--- src/drt_ram.sv ---
// Generic single-port-write, single-port-read RAM with registered read data.
// Standalone; used for both route tables.
`timescale 1ns / 1ps

module drt_ram #(
    parameter int WIDTH = 8,
    parameter int DEPTH = 256
) (
    input  logic                     clk,
    input  logic                     we,
    input  logic [$clog2(DEPTH)-1:0] waddr,
    input  logic [WIDTH-1:0]         wdata,
    input  logic [$clog2(DEPTH)-1:0] raddr,
    output logic [WIDTH-1:0]         rdata
);

    logic [WIDTH-1:0] mem [DEPTH];

    // Write port and registered read port.
    always_ff @(posedge clk)
    begin
        if (we)
        begin
            mem[waddr] <= wdata;
        end
        rdata <= mem[raddr];
    end

endmodule

--- config.mk ---
export PLATFORM = sky130hd
export DESIGN_NAME = drt_ram
export DESIGN_NICKNAME = d
export VERILOG_FILES = /design/src/drt_ram.sv
export SDC_FILE = /design/constraint.sdc
export NUM_CORES = 2
export LEC_CHECK = 0
export BUFFER_PORTS_ARGS = -buffer_cell sky130_fd_sc_hd__buf_2
export CAP_MARGIN = 20
export CORE_ASPECT_RATIO = 0.8
export CORE_MARGIN = 2
export CORE_UTILIZATION = 35
export DETAILED_ROUTE_END_ITERATION = 16
export PLACE_DENSITY = 0.54
export SLEW_MARGIN = 30
export SYNTH_ARGS = -nofsm -noshare
export SYNTH_HDL_FRONTEND = slang
export SYNTH_SLANG_ARGS = --single-unit
--- constraint.sdc ---
create_clock -name clk -period 2.65 [get_ports clk]
set_clock_uncertainty 0.1 [all_clocks]
set_input_delay 0.265 -clock clk [delete_from_list [all_inputs] [get_ports clk]]
set_output_delay 0.265 -clock clk [all_outputs]
set_load 0.03 [all_outputs]
==> reports/qor.yml <==
io_buffers: 33
syn_inst: 3733
hp-start: "waddr[0]"
power_w: 0.0676
cts_max_level: 4
holdPathEnd: "mem[155][5]"
ios: 34
regToRegSetupSlack_ns: 0.05
relSlewSlack_pct: 47.9
grt_pass1_vias: 41000
hold_depth: 4
fin_crit_ns: 2.60
antenna_left: 0
worstMarginPinSlew_ns: 0.774
fp.dieArea_sq_um: 231000
cts_buffer_depth: 4
fmax_mhz: 384
maxCapViolCount: 0
clkLatencyLatePin_ns: 0.86
reg2reg_from: "mem[146][3]"
cts_buffers: 204
area_delta_synth_final_pct: 19.5
fill_cells: 19700
status: "finished, final reports clean"
synth_edf_count: 2048
finalSetupViolations: 0
cts_root_buffer: "clkbuf_16"
start_util_pct: 35.2
r2r_cells: 6
postCtsSetupRepairBufs: 0
hp-class: "input port to flip-flop"
overflow: 0
synth.yosys.seq_area_share_pct: 77.5
cp.arrival_ns: 3.21
num_vias: 40900
layout_commonest_cell: "edfxtp_1"
drc: 0
core-area_sq_um: 226000
clkTransAtPathRegs_ns: 0.06
drt-pass1-iter-count: 5
avgSynthCellArea_sq_um: 21.3
drt_iter0_drc: 4811
routabilityCongestion: 0.855
start_kind: "flip-flop"
cellPowerDensity_nw_per_um2: 712
vias_per_cell: 5.36
grt_use_total_pct: 18.4
clock_sinks: 2056
ys_warn_count: 0
r2r-end: "rdata[3]"
critPathRequiredTime_ns: 3.26
ys_ff_latch: 2056
synth_flop_cell: "edfxtp_1"
worstSetupPathType: "flip-flop to flip-flop"
fp.dieW_um: 537
antenna_found_initial: 18
wl_per_cell_um: 28.1
syn-num-nets: 3759
cts_tree: "yes"
hold_viol: 0
cp_max_fo: 1
mostFrequentLayoutCells: "edfxtp_1 (2048), buf_4 (635), mux4_2 (454)"
ir_drop_uv: 508
drive_gt1_share_pct: 32.6
netlist_area_sq_um: 79600
final_nets: 4493
final_util_pct: 42.0
fin_crit_sh_pct: 98.2
routed_wl_mm: 214
whs_ns: 0.0662
grt_max_degree: 105
rows: 156
cellLeakagePower_nw: 30.5
grt_pass1_wl_mm: 306
die_h_um: 430
synthDistinctLibCells: 55
slew_violations: 0
async_reset_ff_share_pct: 0
end_kind: "flip-flop"
dp_hpwl_mm: 140
rsz0062_at_grt: "false"
-- how the worst max path moves through the flow --
stage	startpoint	slack (ns)	end	cells after the start
global route	mem[83][3]	0.03	rdata[3]	7
finish	mem[146][3]	0.05	rdata[3]	6
global placement	raddr[0]	-0.93	rdata[0]	10
CTS	mem[101][1]	0.001	rdata[1]	8
detailed placement	raddr[0]	-1.0	rdata[0]	12
floorplan	raddr[0]	0.35	rdata[2]	9
-- what timing repair did --
action / CTS / global route
setup endpoints to repair: 3 / 5
hold endpoints to repair: 870 / 0
gates resized for setup: 5 / 5
hold buffers: 12 / 0
pin swaps: 0 / 0
-- logic make-up (layout without fill, tap and decap cells) --
logic type / after synthesis / in the layout / synth area share [%]
and+or+nand+nor: 466 / 466 / 2.63
DFF: 2056 / 2056 / 77.5
other: 0 / 3 / 0
muxes: 591 / 591 / 14.6
buffers and inverters: 235 / 1123 / 1.83
AOI/OAI and AO/OA: 385 / 385 / 3.42
-- cell usage after synthesis (2+ instances only) --
| library cell | number | share of area, % |
|---|---|---|
| buf_2 | 31 | 0.20 |
| o211ai_1 | 10 | 0.094 |
| buf_12 | 8 | 0.20 |
| o21ai_1 | 2 | 0.013 |
| edfxtp_1 | 2048 | 77 |
| buf_4 | 27 | 0.25 |
| a21oi_1 | 96 | 0.60 |
| a22o_1 | 8 | 0.088 |
| a211oi_1 | 16 | 0.15 |
| nand4_1 | 10 | 0.079 |
| o21ai_0 | 10 | 0.063 |
| a31oi_1 | 2 | 0.016 |
| or2_2 | 4 | 0.031 |
| a2111oi_0 | 2 | 0.022 |
| o32ai_1 | 4 | 0.044 |
| nor4_1 | 24 | 0.19 |
| nor3_1 | 22 | 0.14 |
| clkbuf_1 | 111 | 0.52 |
| buf_8 | 13 | 0.25 |
| and2_1 | 6 | 0.047 |
| and3b_1 | 2 | 0.022 |
| mux2i_1 | 134 | 1.7 |
| mux4_2 | 454 | 13 |
| o221ai_1 | 46 | 0.51 |
| a22oi_1 | 133 | 1.3 |
| o22a_1 | 5 | 0.055 |
| buf_6 | 21 | 0.30 |
| nor2b_1 | 31 | 0.24 |
| nand3b_1 | 2 | 0.019 |
| mux4_1 | 2 | 0.066 |
| nand3_1 | 34 | 0.21 |
| o22ai_1 | 28 | 0.22 |
| a221oi_1 | 13 | 0.14 |
| nand2b_1 | 8 | 0.063 |
| a311oi_1 | 2 | 0.022 |
| nor2_1 | 282 | 1.3 |
| nor4_2 | 3 | 0.047 |
| nand2_1 | 33 | 0.16 |
| a2111oi_1 | 2 | 0.025 |
| buf_1 | 22 | 0.10 |
| dfxtp_1 | 8 | 0.20 |
-- stage by stage --
| step | area [sq um] | setup TNS [ns] | setup slack [ns] | std cells |
|---|---|---|---|---|
| 6_report | 95000 | 0 | 0.0489 | 7626 |
| 5_1_grt | 95000 | 0 | 0.0283 | 7624 |
| 4_1_cts | 95000 | 0 | 0.00111 | 7623 |
| 3_5_place_dp | 88600 | -5.89 | -0.996 | 7251 |
| 3_3_place_gp | 88600 | -5.67 | -0.934 | 7251 |
| 2_1_floorplan | 79600 | 0 | 0.347 | 3733 |
-- metal layers --
layer  track usage [%]  up-vias  share of wire, %
met5                 0        -            0.0056
met4              4.26        2               2.3
met3              3.21      297               7.1
met2              27.8     1508                45
met1              27.7    21900                45
li1                  -    17200                 -
-- sequential cells by signal (all words and copies together), names as in the netlist --
signal	count
rdata	8
mem	2048
-- worst max-delay path: stages (launching register included) --
cell,delay [ns]
edfxtp_1,0.37
mux4_2,0.52
a22oi_1,0.42
a21oi_1,0.23
nor4_1,0.54
buf_4,0.22
nor4_1,0.04
-- cell type report --
cell class | instances | area (sq um) | area share, %
clock inverters | 106 | 863 | 0.908
well taps | 3002 | 3760 | 3.95
clock buffers | 254 | 5400 | 5.68
inverters | 2 | 7.51 | 0.00790
flip-flops and latches | 2056 | 61700 | 64.9
diodes | 3 | 7.51 | 0.00790
repair buffers | 761 | 6800 | 7.16
multi-input cells | 1442 | 16500 | 17.4
-- power by group --
group | leakage (nW) | internal, W | switching, W
sequential | 18.5 | 0.0358 | 0.0000482
clock | 3.07 | 0.0156 | 0.0122
combinational | 9.01 | 0.00158 | 0.00238
No activity file was read; power rests on OpenSTA's default activity.
