`src/drt_pkg.sv`:
```
// Package for the DLCI route table: sizes, request codes and shared types.
// Used by drt_direct_valid, drt_ctrl, the top level and the testbench; depends on nothing.
`timescale 1ns / 1ps

package drt_pkg;

    localparam int CAPACITY     = 256;
    localparam int DIRECT_DEPTH = 1024;
    localparam int KEY_W        = 23;
    localparam int HANDLE_W     = 16;
    localparam int DIR_AW       = $clog2(DIRECT_DEPTH);
    localparam int SORT_AW      = $clog2(CAPACITY);
    localparam int CNT_W        = SORT_AW + 1;
    localparam int SORT_W       = KEY_W + HANDLE_W;

    localparam logic [1:0] REQ_LOOKUP = 2'd0;
    localparam logic [1:0] REQ_ADD    = 2'd1;
    localparam logic [1:0] REQ_DELETE = 2'd2;

    typedef struct packed {
        logic [1:0]          req_type;
        logic [KEY_W-1:0]    dlci_key;
        logic [HANDLE_W-1:0] entry_handle;
    } drt_req_t;

    typedef struct packed {
        logic                ok;
        logic [HANDLE_W-1:0] found_handle;
    } drt_rsp_t;

endpackage

```
`src/drt_ram.sv`:
```
// Generic single-port-write, single-port-read RAM with registered read data.
// Standalone; used for both route tables.
`timescale 1ns / 1ps

module drt_ram #(
    parameter int WIDTH = 8,
    parameter int DEPTH = 256
) (
    input  logic                     clk,
    input  logic                     we,
    input  logic [$clog2(DEPTH)-1:0] waddr,
    input  logic [WIDTH-1:0]         wdata,
    input  logic [$clog2(DEPTH)-1:0] raddr,
    output logic [WIDTH-1:0]         rdata
);

    logic [WIDTH-1:0] mem [DEPTH];

    // Write port and registered read port.
    always_ff @(posedge clk)
    begin
        if (we)
        begin
            mem[waddr] <= wdata;
        end
        rdata <= mem[raddr];
    end

endmodule

```
`src/drt_direct_valid.sv`:
```
// Valid bits of the direct table, held in a RAM that a pass after reset clears.
// Depends on drt_pkg and drt_ram.
`timescale 1ns / 1ps

module drt_direct_valid
    import drt_pkg::*;
(
    input  logic              clk,
    input  logic              rst_n,
    input  logic              we,
    input  logic [DIR_AW-1:0] addr,
    input  logic              wbit,
    output logic              rbit,
    output logic              busy
);

    logic [DIR_AW-1:0] clr_addr_reg, clr_addr_next;
    logic              busy_reg, busy_next;
    logic              ram_we;
    logic [DIR_AW-1:0] ram_waddr;
    logic              ram_wdata;

    assign busy = busy_reg;

    // Clearing pass: one entry per cycle until the whole table is zero.
    always_comb
    begin
        clr_addr_next = clr_addr_reg;
        busy_next     = busy_reg;
        if (busy_reg)
        begin
            clr_addr_next = clr_addr_reg + 1'b1;
            if (clr_addr_reg == DIR_AW'(DIRECT_DEPTH - 1))
            begin
                busy_next = 1'b0;
            end
        end
    end

    always_ff @(posedge clk or negedge rst_n)
    begin
        if (!rst_n)
        begin
            clr_addr_reg <= '0;
            busy_reg     <= 1'b1;
        end
        else
        begin
            clr_addr_reg <= clr_addr_next;
            busy_reg     <= busy_next;
        end
    end

    // Set on add, clear on delete; the clearing pass owns the write port first.
    assign ram_we    = busy_reg | we;
    assign ram_waddr = busy_reg ? clr_addr_reg : addr;
    assign ram_wdata = busy_reg ? 1'b0 : wbit;

    drt_ram #(.WIDTH(1), .DEPTH(DIRECT_DEPTH)) u_valid_ram (
        .clk  (clk),
        .we   (ram_we),
        .waddr(ram_waddr),
        .wdata(ram_wdata),
        .raddr(addr),
        .rdata(rbit)
    );

endmodule

```
`config.mk`:
```
export PLATFORM = sky130hd
export DESIGN_NAME = drt_direct_valid
export DESIGN_NICKNAME = d
export VERILOG_FILES = /design/src/drt_pkg.sv /design/src/drt_ram.sv /design/src/drt_direct_valid.sv
export SDC_FILE = /design/constraint.sdc
export NUM_CORES = 1
export LEC_CHECK = 0
export BUFFER_PORTS_ARGS = -buffer_cell sky130_fd_sc_hd__buf_4
export CAP_MARGIN = 25
export CORE_MARGIN = 4
export CORE_UTILIZATION = 35
export DETAILED_ROUTE_END_ITERATION = 10
export HOLD_SLACK_MARGIN = 0.15
export SLEW_MARGIN = 5
export SYNTH_ARGS = -nofsm -noshare
export SYNTH_HDL_FRONTEND = slang
export SYNTH_SLANG_ARGS = --single-unit
```
`constraint.sdc`:
```
create_clock -name clk -period 56.4 [get_ports clk]
set_clock_uncertainty 0.2 [all_clocks]
set_input_delay 5.64 -clock clk [delete_from_list [all_inputs] [get_ports clk]]
set_output_delay 5.64 -clock clk [all_outputs]
set_load 0.01 [all_outputs]
```
==> reports/qor.yml, run 1 <==
cts_buffer_depth: 3
drc_errors: 0
drtIter0Drc: 3730
cp.arrival_ns: 10.86
io_buffers: 15
ys_ff_latch: 1036
fmax_ghz: 0.0944
wl_per_cell_um: 25.5
worst_pin_slew_ns: 1.11
dieArea_um2: 135000
critical_path_class: "in2reg"
slew_headroom_pct: 25.8
layout_commonest_cell: "nor2_1"
outcome: "finished clean"
wl_met1_mm: 50.9
cts-root-buf: "clkbuf_16"
largest_reg_flops: 1024
ir_worst_vdd_uv: 24.4
drtPass1Iterations: 6
grt_max_degree: 125
final_cells: 4861
slew_viol_final: 0
cts_made_buffers: 107
startpoint_type: "input port"
postSynthNetCount: 3201
fin_crit_sh_pct: 18.8
rsz0062_at_grt: "false"
routed.top_layer: "met5"
cts_resized: 0
syn_area_um2: 45000
drive_above_1_share_pct: 16.5
synth_top_family_by_area: "multiplexers"
syn_area_per_cell_um2: 14.1
min-delay-path-class: "reg2reg"
setup_viol: 0
synth_cell_types: 57
hold_viol_final: 0
fp-row-count: 131
grt_overflow: 0
cts_tree: "yes"
p_per_area_nw_per_um2: 31.9
ys.flop_type: "edfxtp_1"
synthToLayoutAreaGrowth_pct: 12.9
synth_compound_area_share_pct: 3.01
hold_buffers: 0
fin_crit_ns: 10.59
synth.top_cell.area_share_pct: 68.3
dp.cells: 4646
clock_sinks: 1036
initial_core_util_pct: 35.3
wl_mm: 124
yosys-top-cells-area: "edfxtp_1, mux4_2, nor2_1"
num_vias: 27118
fillerInstances: 11684
muxShareOfSynthArea_pct: 13.5
reg2reg_slack_ns: 50.17
synthCells: 3186
final_cell_mix: "nor2_1, edfxtp_1, mux4_2, mux2i_1, clkbuf_16"
fp.dieH_um: 367
cts.reportedPaths.clkPinSlew_ns: 0.06
yosys.area.top_type: "edfxtp_1"
leakagePower_uw: 0.0152
antenna_left: 0
async_flop_share_pct: 1.06
cp-end-kind: "flop"
crit_required_ns: 56.67
crit_path_max_fanout: 111
wl_met3_mm: 11.6
grt_pass1_vias: 26404
wl_met2_mm: 58.0
postCtsSetupBuffers: 0
synth_edf_count: 1024
synth-seq-area-share_pct: 68.9
gp_congestion: 0.766
synth_warnings: 0
grt_pass1_wl_mm: 181
dp_hpwl_mm: 67.7
antenna_found_initial: 7
coreArea_um2: 128000
finalSetupTns_ns: 0
die_w_um: 367
synth-simple-area-share_pct: 11.5
viasPerCell: 5.58
clock_latency_ns: 0.70
grt_usage_pct: 18.1
ios: 16
synth_fa_ha_area_share_pct: 0.0278
fin_util_pct: 39.8
synth_xor_area_share_pct: 0.175
drv_cap: 0
htree_levels: 3
final_nets: 3121
==> cell usage after synthesis (14+ instances only) <==
master	count
buf_2	56
edfxtp_1	1024
nor3_1	51
o221ai_1	26
nand3_1	19
buf_4	14
a22o_1	14
o22ai_1	22
mux2i_1	121
o21ai_0	23
a22oi_1	24
clkbuf_1	216
mux4_2	215
buf_1	15
or3_1	17
nor2_1	1047
nand2_1	103
a21oi_1	34
==> per-layer routing <==
layer | vias to the layer above | GRT usage (%)
li1 | 11575 | -
met1 | 14074 | 25.5
met2 | 1246 | 28.3
met3 | 217 | 3.60
met4 | 6 | 5.47
met5 | - | 0
==> critical path: stages <==
cell     delay [ns]
buf_4          0.08
nor2b_4        0.67
buf_4          0.74
buf_4          0.82
buf_4          0.90
buf_4          0.82
buf_4          0.51
buf_16         0.33
==> path summary, 6_finish.rpt <==
path                                                  start  cells past startpoint                        endpoint
max in group asynchronous                             rst_n                      1                  busy$_DFF_PN1_
min in group asynchronous                             rst_n                      1     clr_addr_reg[9]$_DFFE_PN0P_
worst max-delay path                                   wbit                      8  u_valid_ram.mem[241]$_DFFE_PP_
worst min register to register  clr_addr_reg[8]$_DFFE_PN0P_                      1     clr_addr_reg[8]$_DFFE_PN0P_
worst max register to register               busy$_DFF_PN1_                      8  u_valid_ram.mem[228]$_DFFE_PP_
worst min-delay path            clr_addr_reg[8]$_DFFE_PN0P_                      1     clr_addr_reg[8]$_DFFE_PN0P_
==> through the flow <==
stage               area, µm²  setup slack (ns)  hold WS, ns  power (µW)
finish                  50900             45.81        0.338        1620
CTS                     50500             45.62        0.339        1630
global placement        46600             45.02        0.329         943
detailed placement      47100             44.92        0.332         945
floorplan               45000             21.05        0.263         931
global route            50900             45.44        0.360        1670
==> where the power goes <==
group	total, µW	switching (µW)	internal [µW]	leakage, µW
combinational	83.6	56.2	27.4	0.00414
clock	692	302	390	0.00168
sequential	847	0.443	846	0.00936
total	1620	359	1260	0.0152
==> cell families (layout without fill, tap and decap cells) <==
group	after synthesis	count (layout)
simple gates	1296	1296
flops	1036	1036
mux	340	340
buf+inv	311	323
compound gates	193	193
xor+xnor	9	9
fa+ha+maj	1	1
other cells	0	1
==> cell type report <==
class / count / area, µm² / area share [%]
well taps: 1662 / 2080 / 4.09
clock inverters: 66 / 596 / 1.17
multi-input cells: 1839 / 12800 / 25.2
repair buffers: 112 / 1490 / 2.94
inverters: 10 / 37.5 / 0.0738
clock buffers: 135 / 2800 / 5.51
diodes: 1 / 2.50 / 0.00492
flip-flops and latches: 1036 / 31000 / 61.0
(Power assumes the default switching activity.)
==> run 2, diff against run 1 <==
==> constraint.sdc (replaced) <==
create_clock -name clk -period 10.3 [get_ports clk]
set_clock_uncertainty 0.2 [all_clocks]
set_input_delay 1.03 -clock clk [delete_from_list [all_inputs] [get_ports clk]]
set_output_delay 1.03 -clock clk [all_outputs]
set_load 0.01 [all_outputs]
==> reports/qor.yml, run 2 (same netlist as run 1, synthesis figures left out) <==
crit_required_ns: 10.48
cp_common_cell: "nor2_1"
fp-row-count: 131
min-delay-path-class: "reg2reg"
num_vias: 27321
crit_path_max_fanout: 71
critical_path_class: "in2reg"
cts.reportedPaths.clkPinSlew_ns: 0.06
path_cells: "buf_8 -> buf_12 -> inv_1 -> o32a_1 -> nor2_1 -> nand2_2 -> buf_4 -> nor2_1"
clock_sinks: 1036
layout_commonest_cell: "nor2_1"
fin_util_pct: 39.8
wl_per_cell_um: 26.2
drc_errors: 0
grt_max_degree: 300
fin_crit_ns: 4.60
startpoint_type: "input port"
final_cell_mix: "nor2_1, edfxtp_1, mux4_2, mux2i_1, clkbuf_16"
dp_hpwl_mm: 67.6
die_w_um: 367
rsz0062_at_grt: "false"
fp.dieH_um: 367
worst_pin_slew_ns: 1.46
ir_worst_vdd_uv: 130
outcome: "finished clean"
cp.arrival_ns: 4.78
slowest_stage: "o32a_1"
slew_headroom_pct: 2.63
drv_cap: 0
seqCellArea_um2: 31000
fmax_ghz: 0.218
grt_usage_pct: 18.5
cts-root-buf: "clkbuf_16"
final_nets: 3121
fin_crit_sh_pct: 44.6
clock_latency_ns: 0.68
initial_core_util_pct: 35.3
hold_viol_final: 0
crit_buf_inv: 4
leakagePower_uw: 0.0152
slew_viol_final: 0
grt_pass1_wl_mm: 185
drtIter0Drc: 3679
fillerInstances: 11710
critPathTopFamily: "buffers and inverters"
multiInputGateArea_um2: 12800
p_per_area_nw_per_um2: 175
postCtsSetupBuffers: 0
antenna_left: 0
viasPerCell: 5.63
cts_made_buffers: 107
cp-end-kind: "flop"
ios: 16
grt_overflow: 0
synthToLayoutAreaGrowth_pct: 12.9
io_buffers: 15
coreArea_um2: 128000
antenna_found_initial: 5
max_stage_delay_ns: 0.63
grt_pass1_vias: 26942
final_cells: 4855
setup_viol: 0
drtPass1Iterations: 7
wl_mm: 127
dp.cells: 4642
cts_tree: "yes"
largest_reg_flops: 1024
dieArea_um2: 135000
drive_above_1_share_pct: 16.5
power.total_uw: 8900
gp_congestion: 0.779
reg2reg_slack_ns: 6.15
htree_levels: 3
cts_buffer_depth: 3
==> run 2: routing by layer <==
layer	routed length (µm)	GRT usage, %
met5	0	0
met4	3630	5.50
met3	10500	3.44
met2	61500	30.3
met1	51500	25.1
==> run 2: worst paths after layout <==
kind,endpoint,cells past startpoint,from
worst max-delay path,u_valid_ram.mem[505]$_DFFE_PP_,8,addr[0]
worst min-delay path,clr_addr_reg[8]$_DFFE_PN0P_,1,clr_addr_reg[8]$_DFFE_PN0P_
worst max register to register,u_valid_ram.mem[808]$_DFFE_PP_,6,busy$_DFF_PN1_
worst min register to register,clr_addr_reg[8]$_DFFE_PN0P_,1,clr_addr_reg[8]$_DFFE_PN0P_
max in group asynchronous,busy$_DFF_PN1_,2,rst_n
min in group asynchronous,clr_addr_reg[1]$_DFFE_PN0P_,2,rst_n
==> run 2: area by class of cell <==
cell class              count  area share [%]
clock buffers             132            5.61
well taps                1662            4.09
inverters                  10          0.0738
repair buffers            112            2.94
multi-input cells        1839            25.2
clock inverters            62            1.08
flip-flops and latches   1036            61.0
diodes                      2         0.00984
==> run 2: metrics by stage <==
stage	hold slack, ns	setup TNS, ns	setup WS [ns]	cell area, µm²
final	0.322	0	5.70	50900
after global routing	0.360	0	5.50	50900
after CTS	0.323	0	5.68	50500
after detailed placement	0.309	0	4.96	47100
after global placement	0.306	0	5.00	46600
after floorplan	0.263	-944.13	-0.922	45100
==> run 2: power breakdown <==
group / internal (µW) / switching [µW]
logic: 150 / 311
clock network: 2180 / 1620
registers: 4640 / 1.88
==> run 2: worst register-to-register path, stage by stage (launching register included) <==
cell and delay [ns]:
dfstp_2 0.51, buf_4 0.39, mux2_2 0.42, nor3_1 0.89, nand3_1 0.74, or3_1 0.60, nor2_1 0.13
==> run 2: timing repair <==
item / CTS / global route
gates resized for setup: 0 / 0
endpoints found under the hold margin: 10 / 0
setup endpoints to repair: 0 / 0
hold buffers: 1 / 0
