--- src/drt_pkg.sv ---
// Package for the DLCI route table: sizes, request codes and shared types.
// Used by drt_direct_valid, drt_ctrl, the top level and the testbench; depends on nothing.
`timescale 1ns / 1ps

package drt_pkg;

    localparam int CAPACITY     = 256;
    localparam int DIRECT_DEPTH = 1024;
    localparam int KEY_W        = 23;
    localparam int HANDLE_W     = 16;
    localparam int DIR_AW       = $clog2(DIRECT_DEPTH);
    localparam int SORT_AW      = $clog2(CAPACITY);
    localparam int CNT_W        = SORT_AW + 1;
    localparam int SORT_W       = KEY_W + HANDLE_W;

    localparam logic [1:0] REQ_LOOKUP = 2'd0;
    localparam logic [1:0] REQ_ADD    = 2'd1;
    localparam logic [1:0] REQ_DELETE = 2'd2;

    typedef struct packed {
        logic [1:0]          req_type;
        logic [KEY_W-1:0]    dlci_key;
        logic [HANDLE_W-1:0] entry_handle;
    } drt_req_t;

    typedef struct packed {
        logic                ok;
        logic [HANDLE_W-1:0] found_handle;
    } drt_rsp_t;

endpackage

--- src/drt_ctrl.sv ---
// Request sequencer: direct access, binary search and shift passes.
// Depends on drt_pkg; drives the ports of both table memories.
`timescale 1ns / 1ps

module drt_ctrl
    import drt_pkg::*;
(
    input  logic                clk,
    input  logic                rst_n,
    input  logic                direct_mode,
    input  logic                req_valid,
    output logic                req_ready,
    input  drt_req_t            req,
    output logic                rsp_valid,
    input  logic                rsp_ready,
    output drt_rsp_t            rsp,
    // direct table
    output logic                dir_we,
    output logic [DIR_AW-1:0]   dir_addr,
    output logic [HANDLE_W-1:0] dir_wdata,
    input  logic [HANDLE_W-1:0] dir_rdata,
    output logic                dv_we,
    output logic                dv_wbit,
    input  logic                dv_rbit,
    input  logic                dv_busy,
    // sorted table
    output logic                srt_we,
    output logic [SORT_AW-1:0]  srt_waddr,
    output logic [SORT_W-1:0]   srt_wdata,
    output logic [SORT_AW-1:0]  srt_raddr,
    input  logic [SORT_W-1:0]   srt_rdata
);

    localparam logic [2:0] ST_IDLE   = 3'd0;
    localparam logic [2:0] ST_DREAD  = 3'd1;
    localparam logic [2:0] ST_SREAD  = 3'd2;
    localparam logic [2:0] ST_SCMP   = 3'd3;
    localparam logic [2:0] ST_SHIFT  = 3'd4;
    localparam logic [2:0] ST_SHWR   = 3'd5;
    localparam logic [2:0] ST_RESP   = 3'd6;

    logic [2:0]          state_reg, state_next;
    drt_req_t            req_reg;
    logic [CNT_W-1:0]    lo_reg, lo_next;
    logic [CNT_W-1:0]    hi_reg, hi_next;
    logic [CNT_W-1:0]    mid_reg, mid_next;
    logic [CNT_W-1:0]    idx_reg, idx_next;
    logic [CNT_W-1:0]    count_reg, count_next;
    logic                hit_reg, hit_next;
    drt_rsp_t            rsp_reg, rsp_next;
    logic                rsp_valid_reg, rsp_valid_next;

    logic [KEY_W-1:0]    rd_key;
    logic [HANDLE_W-1:0] rd_hnd;
    logic                key_small;
    logic [CNT_W-1:0]    mid_calc;

    assign rd_key    = srt_rdata[SORT_W-1:HANDLE_W];
    assign rd_hnd    = srt_rdata[HANDLE_W-1:0];
    assign key_small = (req_reg.dlci_key[KEY_W-1:DIR_AW] == '0);
    assign mid_calc  = lo_reg + ((hi_reg - lo_reg) >> 1);

    assign req_ready = (state_reg == ST_IDLE) && !rsp_valid_reg && !dv_busy;
    assign rsp_valid = rsp_valid_reg;
    assign rsp       = rsp_reg;
    // The direct read is issued at acceptance so its data is ready in ST_DREAD.
    assign dir_addr  = (state_reg == ST_IDLE) ? req.dlci_key[DIR_AW-1:0]
                                              : req_reg.dlci_key[DIR_AW-1:0];
    assign dir_wdata = req_reg.entry_handle;

    // Sequencer.
    always_comb
    begin
        state_next     = state_reg;
        lo_next        = lo_reg;
        hi_next        = hi_reg;
        mid_next       = mid_reg;
        idx_next       = idx_reg;
        count_next     = count_reg;
        hit_next       = hit_reg;
        rsp_next       = rsp_reg;
        rsp_valid_next = rsp_valid_reg;
        dir_we         = 1'b0;
        dv_we          = 1'b0;
        dv_wbit        = 1'b0;
        srt_we         = 1'b0;
        srt_waddr      = idx_reg[SORT_AW-1:0];
        srt_wdata      = {req_reg.dlci_key, req_reg.entry_handle};
        srt_raddr      = mid_calc[SORT_AW-1:0];

        if (rsp_valid_reg && rsp_ready)
        begin
            rsp_valid_next = 1'b0;
        end

        unique case (state_reg)
            ST_IDLE:
            begin
                if (req_valid && req_ready)
                begin
                    lo_next  = '0;
                    hi_next  = count_reg;
                    hit_next = 1'b0;
                    rsp_next = '0;
                    if (req.req_type != REQ_LOOKUP && req.req_type != REQ_ADD
                        && req.req_type != REQ_DELETE)
                    begin
                        state_next = ST_RESP;
                    end
                    else if (direct_mode)
                    begin
                        state_next = ST_DREAD;
                    end
                    else
                    begin
                        state_next = ST_SREAD;
                    end
                end
            end
            ST_DREAD:
            begin
                // Table data for the key, read at acceptance, is now valid.
                state_next = ST_RESP;
                if (key_small)
                begin
                    rsp_next.ok = 1'b1;
                    unique case (req_reg.req_type)
                        REQ_LOOKUP:
                        begin
                            rsp_next.ok = dv_rbit;
                            rsp_next.found_handle = dv_rbit ? dir_rdata : '0;
                        end
                        REQ_ADD:
                        begin
                            dir_we  = 1'b1;
                            dv_we   = 1'b1;
                            dv_wbit = 1'b1;
                        end
                        default:
                        begin
                            dv_we = 1'b1;
                        end
                    endcase
                end
            end
            ST_SREAD:
            begin
                // Issue read at the midpoint, or end the search.
                if (lo_reg < hi_reg)
                begin
                    mid_next   = mid_calc;
                    state_next = ST_SCMP;
                end
                else
                begin
                    mid_next = lo_reg;
                    state_next = ST_SCMP;
                    hit_next = 1'b0;
                    // No read needed: decide on miss directly.
                    unique case (req_reg.req_type)
                        REQ_ADD:
                        begin
                            if (count_reg[CNT_W-1])
                            begin
                                state_next = ST_RESP;
                            end
                            else
                            begin
                                idx_next   = count_reg;
                                state_next = ST_SHIFT;
                            end
                        end
                        default:
                        begin
                            state_next = ST_RESP;
                        end
                    endcase
                end
            end
            ST_SCMP:
            begin
                if (rd_key == req_reg.dlci_key)
                begin
                    hit_next = 1'b1;
                    unique case (req_reg.req_type)
                        REQ_LOOKUP:
                        begin
                            rsp_next.ok = 1'b1;
                            rsp_next.found_handle = rd_hnd;
                            state_next = ST_RESP;
                        end
                        REQ_ADD:
                        begin
                            srt_we     = 1'b1;
                            srt_waddr  = mid_reg[SORT_AW-1:0];
                            rsp_next.ok = 1'b1;
                            state_next = ST_RESP;
                        end
                        default:
                        begin
                            idx_next   = mid_reg;
                            state_next = ST_SHIFT;
                        end
                    endcase
                end
                else
                begin
                    if (rd_key < req_reg.dlci_key)
                    begin
                        lo_next = mid_reg + 1'b1;
                    end
                    else
                    begin
                        hi_next = mid_reg;
                    end
                    state_next = ST_SREAD;
                end
            end
            ST_SHIFT:
            begin
                // Read the neighbor to move, or finish the pass.
                if (hit_reg)
                begin
                    // Delete: move idx+1 down to idx.
                    if (idx_reg + 1'b1 < count_reg)
                    begin
                        srt_raddr  = idx_reg[SORT_AW-1:0] + 1'b1;
                        state_next = ST_SHWR;
                    end
                    else
                    begin
                        count_next  = count_reg - 1'b1;
                        rsp_next.ok = 1'b1;
                        state_next  = ST_RESP;
                    end
                end
                else
                begin
                    // Insert: move idx-1 up to idx, then place key at lo.
                    if (idx_reg > lo_reg)
                    begin
                        srt_raddr  = idx_reg[SORT_AW-1:0] - 1'b1;
                        state_next = ST_SHWR;
                    end
                    else
                    begin
                        srt_we      = 1'b1;
                        count_next  = count_reg + 1'b1;
                        rsp_next.ok = 1'b1;
                        state_next  = ST_RESP;
                    end
                end
            end
            ST_SHWR:
            begin
                srt_we     = 1'b1;
                srt_wdata  = srt_rdata;
                idx_next   = hit_reg ? idx_reg + 1'b1 : idx_reg - 1'b1;
                state_next = ST_SHIFT;
            end
            ST_RESP:
            begin
                rsp_valid_next = 1'b1;
                state_next     = ST_IDLE;
            end
            default:
            begin
                state_next = ST_IDLE;
            end
        endcase
    end

    // Control registers.
    always_ff @(posedge clk or negedge rst_n)
    begin
        if (!rst_n)
        begin
            state_reg     <= ST_IDLE;
            count_reg     <= '0;
            rsp_valid_reg <= 1'b0;
        end
        else
        begin
            state_reg     <= state_next;
            count_reg     <= count_next;
            rsp_valid_reg <= rsp_valid_next;
        end
    end

    // Payload registers.
    always_ff @(posedge clk)
    begin
        if (req_valid && req_ready)
        begin
            req_reg <= req;
        end
        lo_reg  <= lo_next;
        hi_reg  <= hi_next;
        mid_reg <= mid_next;
        idx_reg <= idx_next;
        hit_reg <= hit_next;
        rsp_reg <= rsp_next;
    end

endmodule

--- config.mk ---
export PLATFORM = sky130hd
export DESIGN_NAME = drt_ctrl
export DESIGN_NICKNAME = d
export VERILOG_FILES = /design/src/drt_pkg.sv /design/src/drt_ctrl.sv
export SDC_FILE = /design/constraint.sdc
export NUM_CORES = 1
export LEC_CHECK = 0
export BUFFER_PORTS_ARGS = -buffer_cell sky130_fd_sc_hd__buf_2
export CORE_UTILIZATION = 57
export DETAILED_ROUTE_END_ITERATION = 6
export HOLD_SLACK_MARGIN = 0.05
export MAX_ROUTING_LAYER = met4
export PLACE_DENSITY = 0.93
export SETUP_SLACK_MARGIN = 0.5
export SLEW_MARGIN = 20
export SYNTH_ARGS = -nofsm -noshare
export SYNTH_HDL_FRONTEND = slang
export SYNTH_SLANG_ARGS = --single-unit
--- constraint.sdc ---
create_clock -name clk -period 6.18 [get_ports clk]
set_input_delay 1.854 -clock clk [delete_from_list [all_inputs] [get_ports clk]]
set_output_delay 1.854 -clock clk [all_outputs]
set_load 0.01 [all_outputs]
==> impl_metrics.json <==
{
  "synth.yosys.warnings": 0,
  "min_delay_worst_endpoint": "count_reg[4]$_DFFE_PN0P_",
  "post-route-period-util": 0.936,
  "number_of_global_route_vias_before_repair": 6696,
  "worst_hold_stages": 2,
  "pre_cts_ws_ns": 0.371,
  "synth_area_leaders": "sky130_fd_sc_hd__edfxtp_1 (37%), sky130_fd_sc_hd__ha_1 (11%), sky130_fd_sc_hd__mux2_2 (6.3%)",
  "power_frac_clock": 0.166,
  "cap_viol_max_count": 0,
  "diodes": 0,
  "proportion_of_synthesized_area_in_mux_cells": 0.0899,
  "netSwitchingPower_mw": 1.63,
  "netlist_instances": 738,
  "synth.cell_area_mm2": 0.00767,
  "min_period_ns": 5.79,
  "power_switching_share": 0.422,
  "ctsLongestPathBuffers": 2,
  "std_cell_rows": 42,
  "clockRootBuffer": "sky130_fd_sc_hd__clkbuf_16",
  "setup.reg_to_reg.worst_slack_ns": 2.75,
  "synthDistinctLibCells": 67,
  "initialDrtViolationCount": 780,
  "place.gp.congestion": 0.949,
  "die_w_um": 118,
  "slew_headroom": 0.266,
  "global_route.usage.total": 0.333,
  "rsz0062_at_grt": "true",
  "synthesized_area_fraction_occupied_by_ao_oa_aoi_and_oai_cells": 0.144,
  "crit_required_ns": 4.33,
  "ir_worst_vdd_mv": 0.317,
  "largest_reg_flops": 25,
  "largest_net_degree_at_the_start_of_global_routing": 39,
  "cts-buffers-inserted": 9,
  "detailroute.via_count": 6901,
  "clk_latency_ns": 0.37,
  "route.detailed.drc": 0,
  "total_power_mw": 3.87,
  "power.share.combinational": 0.531,
  "post-route-cell-area_mm2": 0.00949,
  "main_combinational_cell_family_by_area_after_synthesis": "compound AO/OA/AOI/OAI gates",
  "hp-start": "count_reg[4]$_DFFE_PN0P_",
  "floorplan.io_pins": 207,
  "synth-async-reset-ratio": 0.120,
  "finClkSkew_ns": 0.0118,
  "clock_tree.htree_level_count": 3,
  "post_place_instance_area_mm2": 0.00877,
  "synth.avg_cell_area_um2": 10.4,
  "worst-slew-pin-transition_ns": 1.10,
  "global_route_wire_length_before_repair_um": 34700,
  "hold_path_class": "reg2reg",
  "finalHoldViolCount": 0,
  "path_max_fanout": 3,
  "ratio_of_cells_with_drive_above_1_in_the_final_layout": 0.365,
  "num-nets-final": 1111,
  "routed_wirelength_um": 23500,
  "ys.flop_type": "sky130_fd_sc_hd__edfxtp_1",
  "powerDensity_mw_per_mm2": 408,
  "final_instance_count_without_filler_cells": 1117,
  "worst_setup_hold_path_clk_slew_ns": 0.07,
  "crit_path_arrival_time_ns": 3.93,
  "synth.top_cell.area_share": 0.372,
  "place.detailed.instances": 1087,
  "synth-adder-area-share": 0.119,
  "final.fill_count": 857,
  "share_seq_of_total_power": 0.303,
  "fraction_of_the_yosys_area_taken_by_sequential_cells": 0.414,
  "die_area_mm2": 0.0139,
  "power.static_leakage_nw": 4.18,
  "coreArea_mm2": 0.0132,
  "detail_route.first_pass.iterations": 5,
  "fin_tns_setup_ns": 0,
  "rr_worst_depth": 7,
  "route.antenna.remaining_nets": 0,
  "power_report.internal_total_mw": 2.24,
  "holdBufCountCts": 0,
  "cts_tree": "yes",
  "syn2layout_area_growth_pct": 23.7,
  "layout.cells.most_common_list": "sky130_fd_sc_hd__buf_2 (206), sky130_fd_sc_hd__edfxtp_1 (95), sky130_fd_sc_hd__nand2_1 (63)",
  "grt_antenna_before_repair": 0,
  "floorplan.initialDensity": 0.581,
  "port-buffer-count": 206,
  "slew_violations": 0,
  "worstSetupStartpointType": "register",
  "synth-simple-area-share": 0.122,
  "synth.net_count": 912,
  "post-synth-top-area-cell": "sky130_fd_sc_hd__edfxtp_1",
  "timing.fmax_mhz": 173,
  "post_drt_via_cell_ratio": 6.18,
  "total_of_flip_flops_plus_latches_after_synthesis": 108,
  "globalRouteOverflowTotal": 0,
  "layout_setup_ws_ns": 0.393,
  "detail_route.wl_per_cell_um": 21.0,
  "finalSetupViolCount": 0,
  "end_kind": "output port",
  "timing.setup.critical_path_class": "reg2out",
  "number_of_enable_type_register_cells_in_the_synthesized_netlist": 95,
  "synthXorXnorAreaFrac": 0.0480,
  "dp_hpwl_um": 16000,
  "dieHeight_um": 118,
  "timing.rr.start": "state_reg[0]$_DFFE_PN0N_",
  "worst_r2r_endpoint": "lo_reg[7]$_SDFFCE_PN0P_",
  "final_common_cell": "sky130_fd_sc_hd__buf_2",
  "tritoncts_num_sinks": 108,
  "run_status": "completed"
}
how the worst max path moves through the flow:
stage	start	to
after floorplan	srt_rdata[34]	srt_waddr[0]
after global placement	srt_rdata[34]	srt_waddr[3]
after detailed placement	srt_rdata[34]	srt_waddr[2]
after CTS	lo_reg[1]$_SDFFCE_PN0P_	srt_raddr[7]
after global routing	hi_reg[1]$_DFFE_PP_	srt_raddr[7]
final	hi_reg[0]$_DFFE_PP_	srt_raddr[6]
routing by layer:
layer | GRT usage | share of wire | routed length [um]
met1 | 0.396 | 0.37 | 8690
met2 | 0.542 | 0.50 | 11800
met3 | 0.0644 | 0.082 | 1930
met4 | 0.163 | 0.048 | 1120
met5 | - | 0 | 0
critical path, cell delays in order, from the launching register on:
cell and delay, ns:
sky130_fd_sc_hd__edfxtp_1 0.39, sky130_fd_sc_hd__inv_2 0.10, sky130_fd_sc_hd__ha_4 0.14, sky130_fd_sc_hd__inv_2 0.04, sky130_fd_sc_hd__fa_2 0.40, sky130_fd_sc_hd__a21o_1 0.22, sky130_fd_sc_hd__a21oi_4 0.23, sky130_fd_sc_hd__xnor2_2 0.08
sky130_fd_sc_hd__ha_1 0.34, sky130_fd_sc_hd__o21a_1 0.22, sky130_fd_sc_hd__a21boi_4 0.15, sky130_fd_sc_hd__o311a_1 0.37, sky130_fd_sc_hd__a21o_1 0.20, sky130_fd_sc_hd__a222oi_1 0.48, sky130_fd_sc_hd__buf_2 0.22
logic make-up (layout without fill, tap and decap cells):
group | Yosys count | in the layout
AOI/OAI and AO/OA | 166 | 166
xor gates and xnor gates | 42 | 42
adders and majority gates | 71 | 71
buffers and inverters | 106 | 309
DFF | 108 | 108
muxes | 60 | 60
and+or+nand+nor | 185 | 185
final cells by class:
| cell class | instances | area, um^2 | share of cell area |
|---|---|---|---|
| clock buffers | 9 | 225 | 0.0237 |
| clock inverters | 6 | 96.3 | 0.0102 |
| inverters | 62 | 233 | 0.0245 |
| multi-input cells | 524 | 4290 | 0.453 |
| flip-flops and latches | 108 | 3180 | 0.335 |
| well taps | 176 | 220 | 0.0232 |
| repair buffers | 232 | 1240 | 0.131 |
through the flow:
step           utilization  hold slack [ns]
6_report             0.719            0.593
5_1_grt              0.719            0.631
4_1_cts              0.699            0.600
3_5_place_dp         0.665            0.581
3_3_place_gp         0.665            0.567
2_1_floorplan            -            0.530
power groups by stage:
stage          Combinational [mW]  Clock, mW  Sequential [mW]
2_1_floorplan                1.29          0             1.14
3_3_place_gp                 1.79          0             1.17
3_5_place_dp                 1.85          0             1.18
4_1_cts                      1.91      0.645             1.16
5_1_grt                      2.22      0.667             1.19
6_report                     2.05      0.641             1.17
timing repair:
| action | in CTS | in global routing |
|---|---|---|
| gates resized for setup | 13 | 27 |
| setup buffers | 8 | 7 |
| pin swaps | 9 | 18 |
| setup endpoints to repair | 11 | 9 |
Yosys cell counts, drive strengths merged, types with 3 or more instances:
| cell type | instances |
|---|---|
| edfxtp | 95 |
| ha | 68 |
| nand2 | 63 |
| inv | 61 |
| o21ai | 54 |
| mux2 | 50 |
| nor2 | 46 |
| a21oi | 32 |
| buf | 28 |
| xor2 | 23 |
| xnor2 | 19 |
| a22o | 18 |
| clkbuf | 16 |
| nand3 | 14 |
| dfrtp | 13 |
| nand4 | 12 |
| a21o | 11 |
| mux2i | 10 |
| nor3 | 10 |
| and2 | 6 |
| nor4 | 6 |
| a211oi | 5 |
| a21boi | 5 |
| and4 | 5 |
| nand2b | 5 |
| a222oi | 4 |
| nor2b | 4 |
| o21a | 4 |
| o22ai | 4 |
| a31oi | 3 |
| and3 | 3 |
| fa | 3 |
| nor4b | 3 |
| o211ai | 3 |
| o311ai | 3 |
| or2 | 3 |
Power figures use the tool's default switching activity.
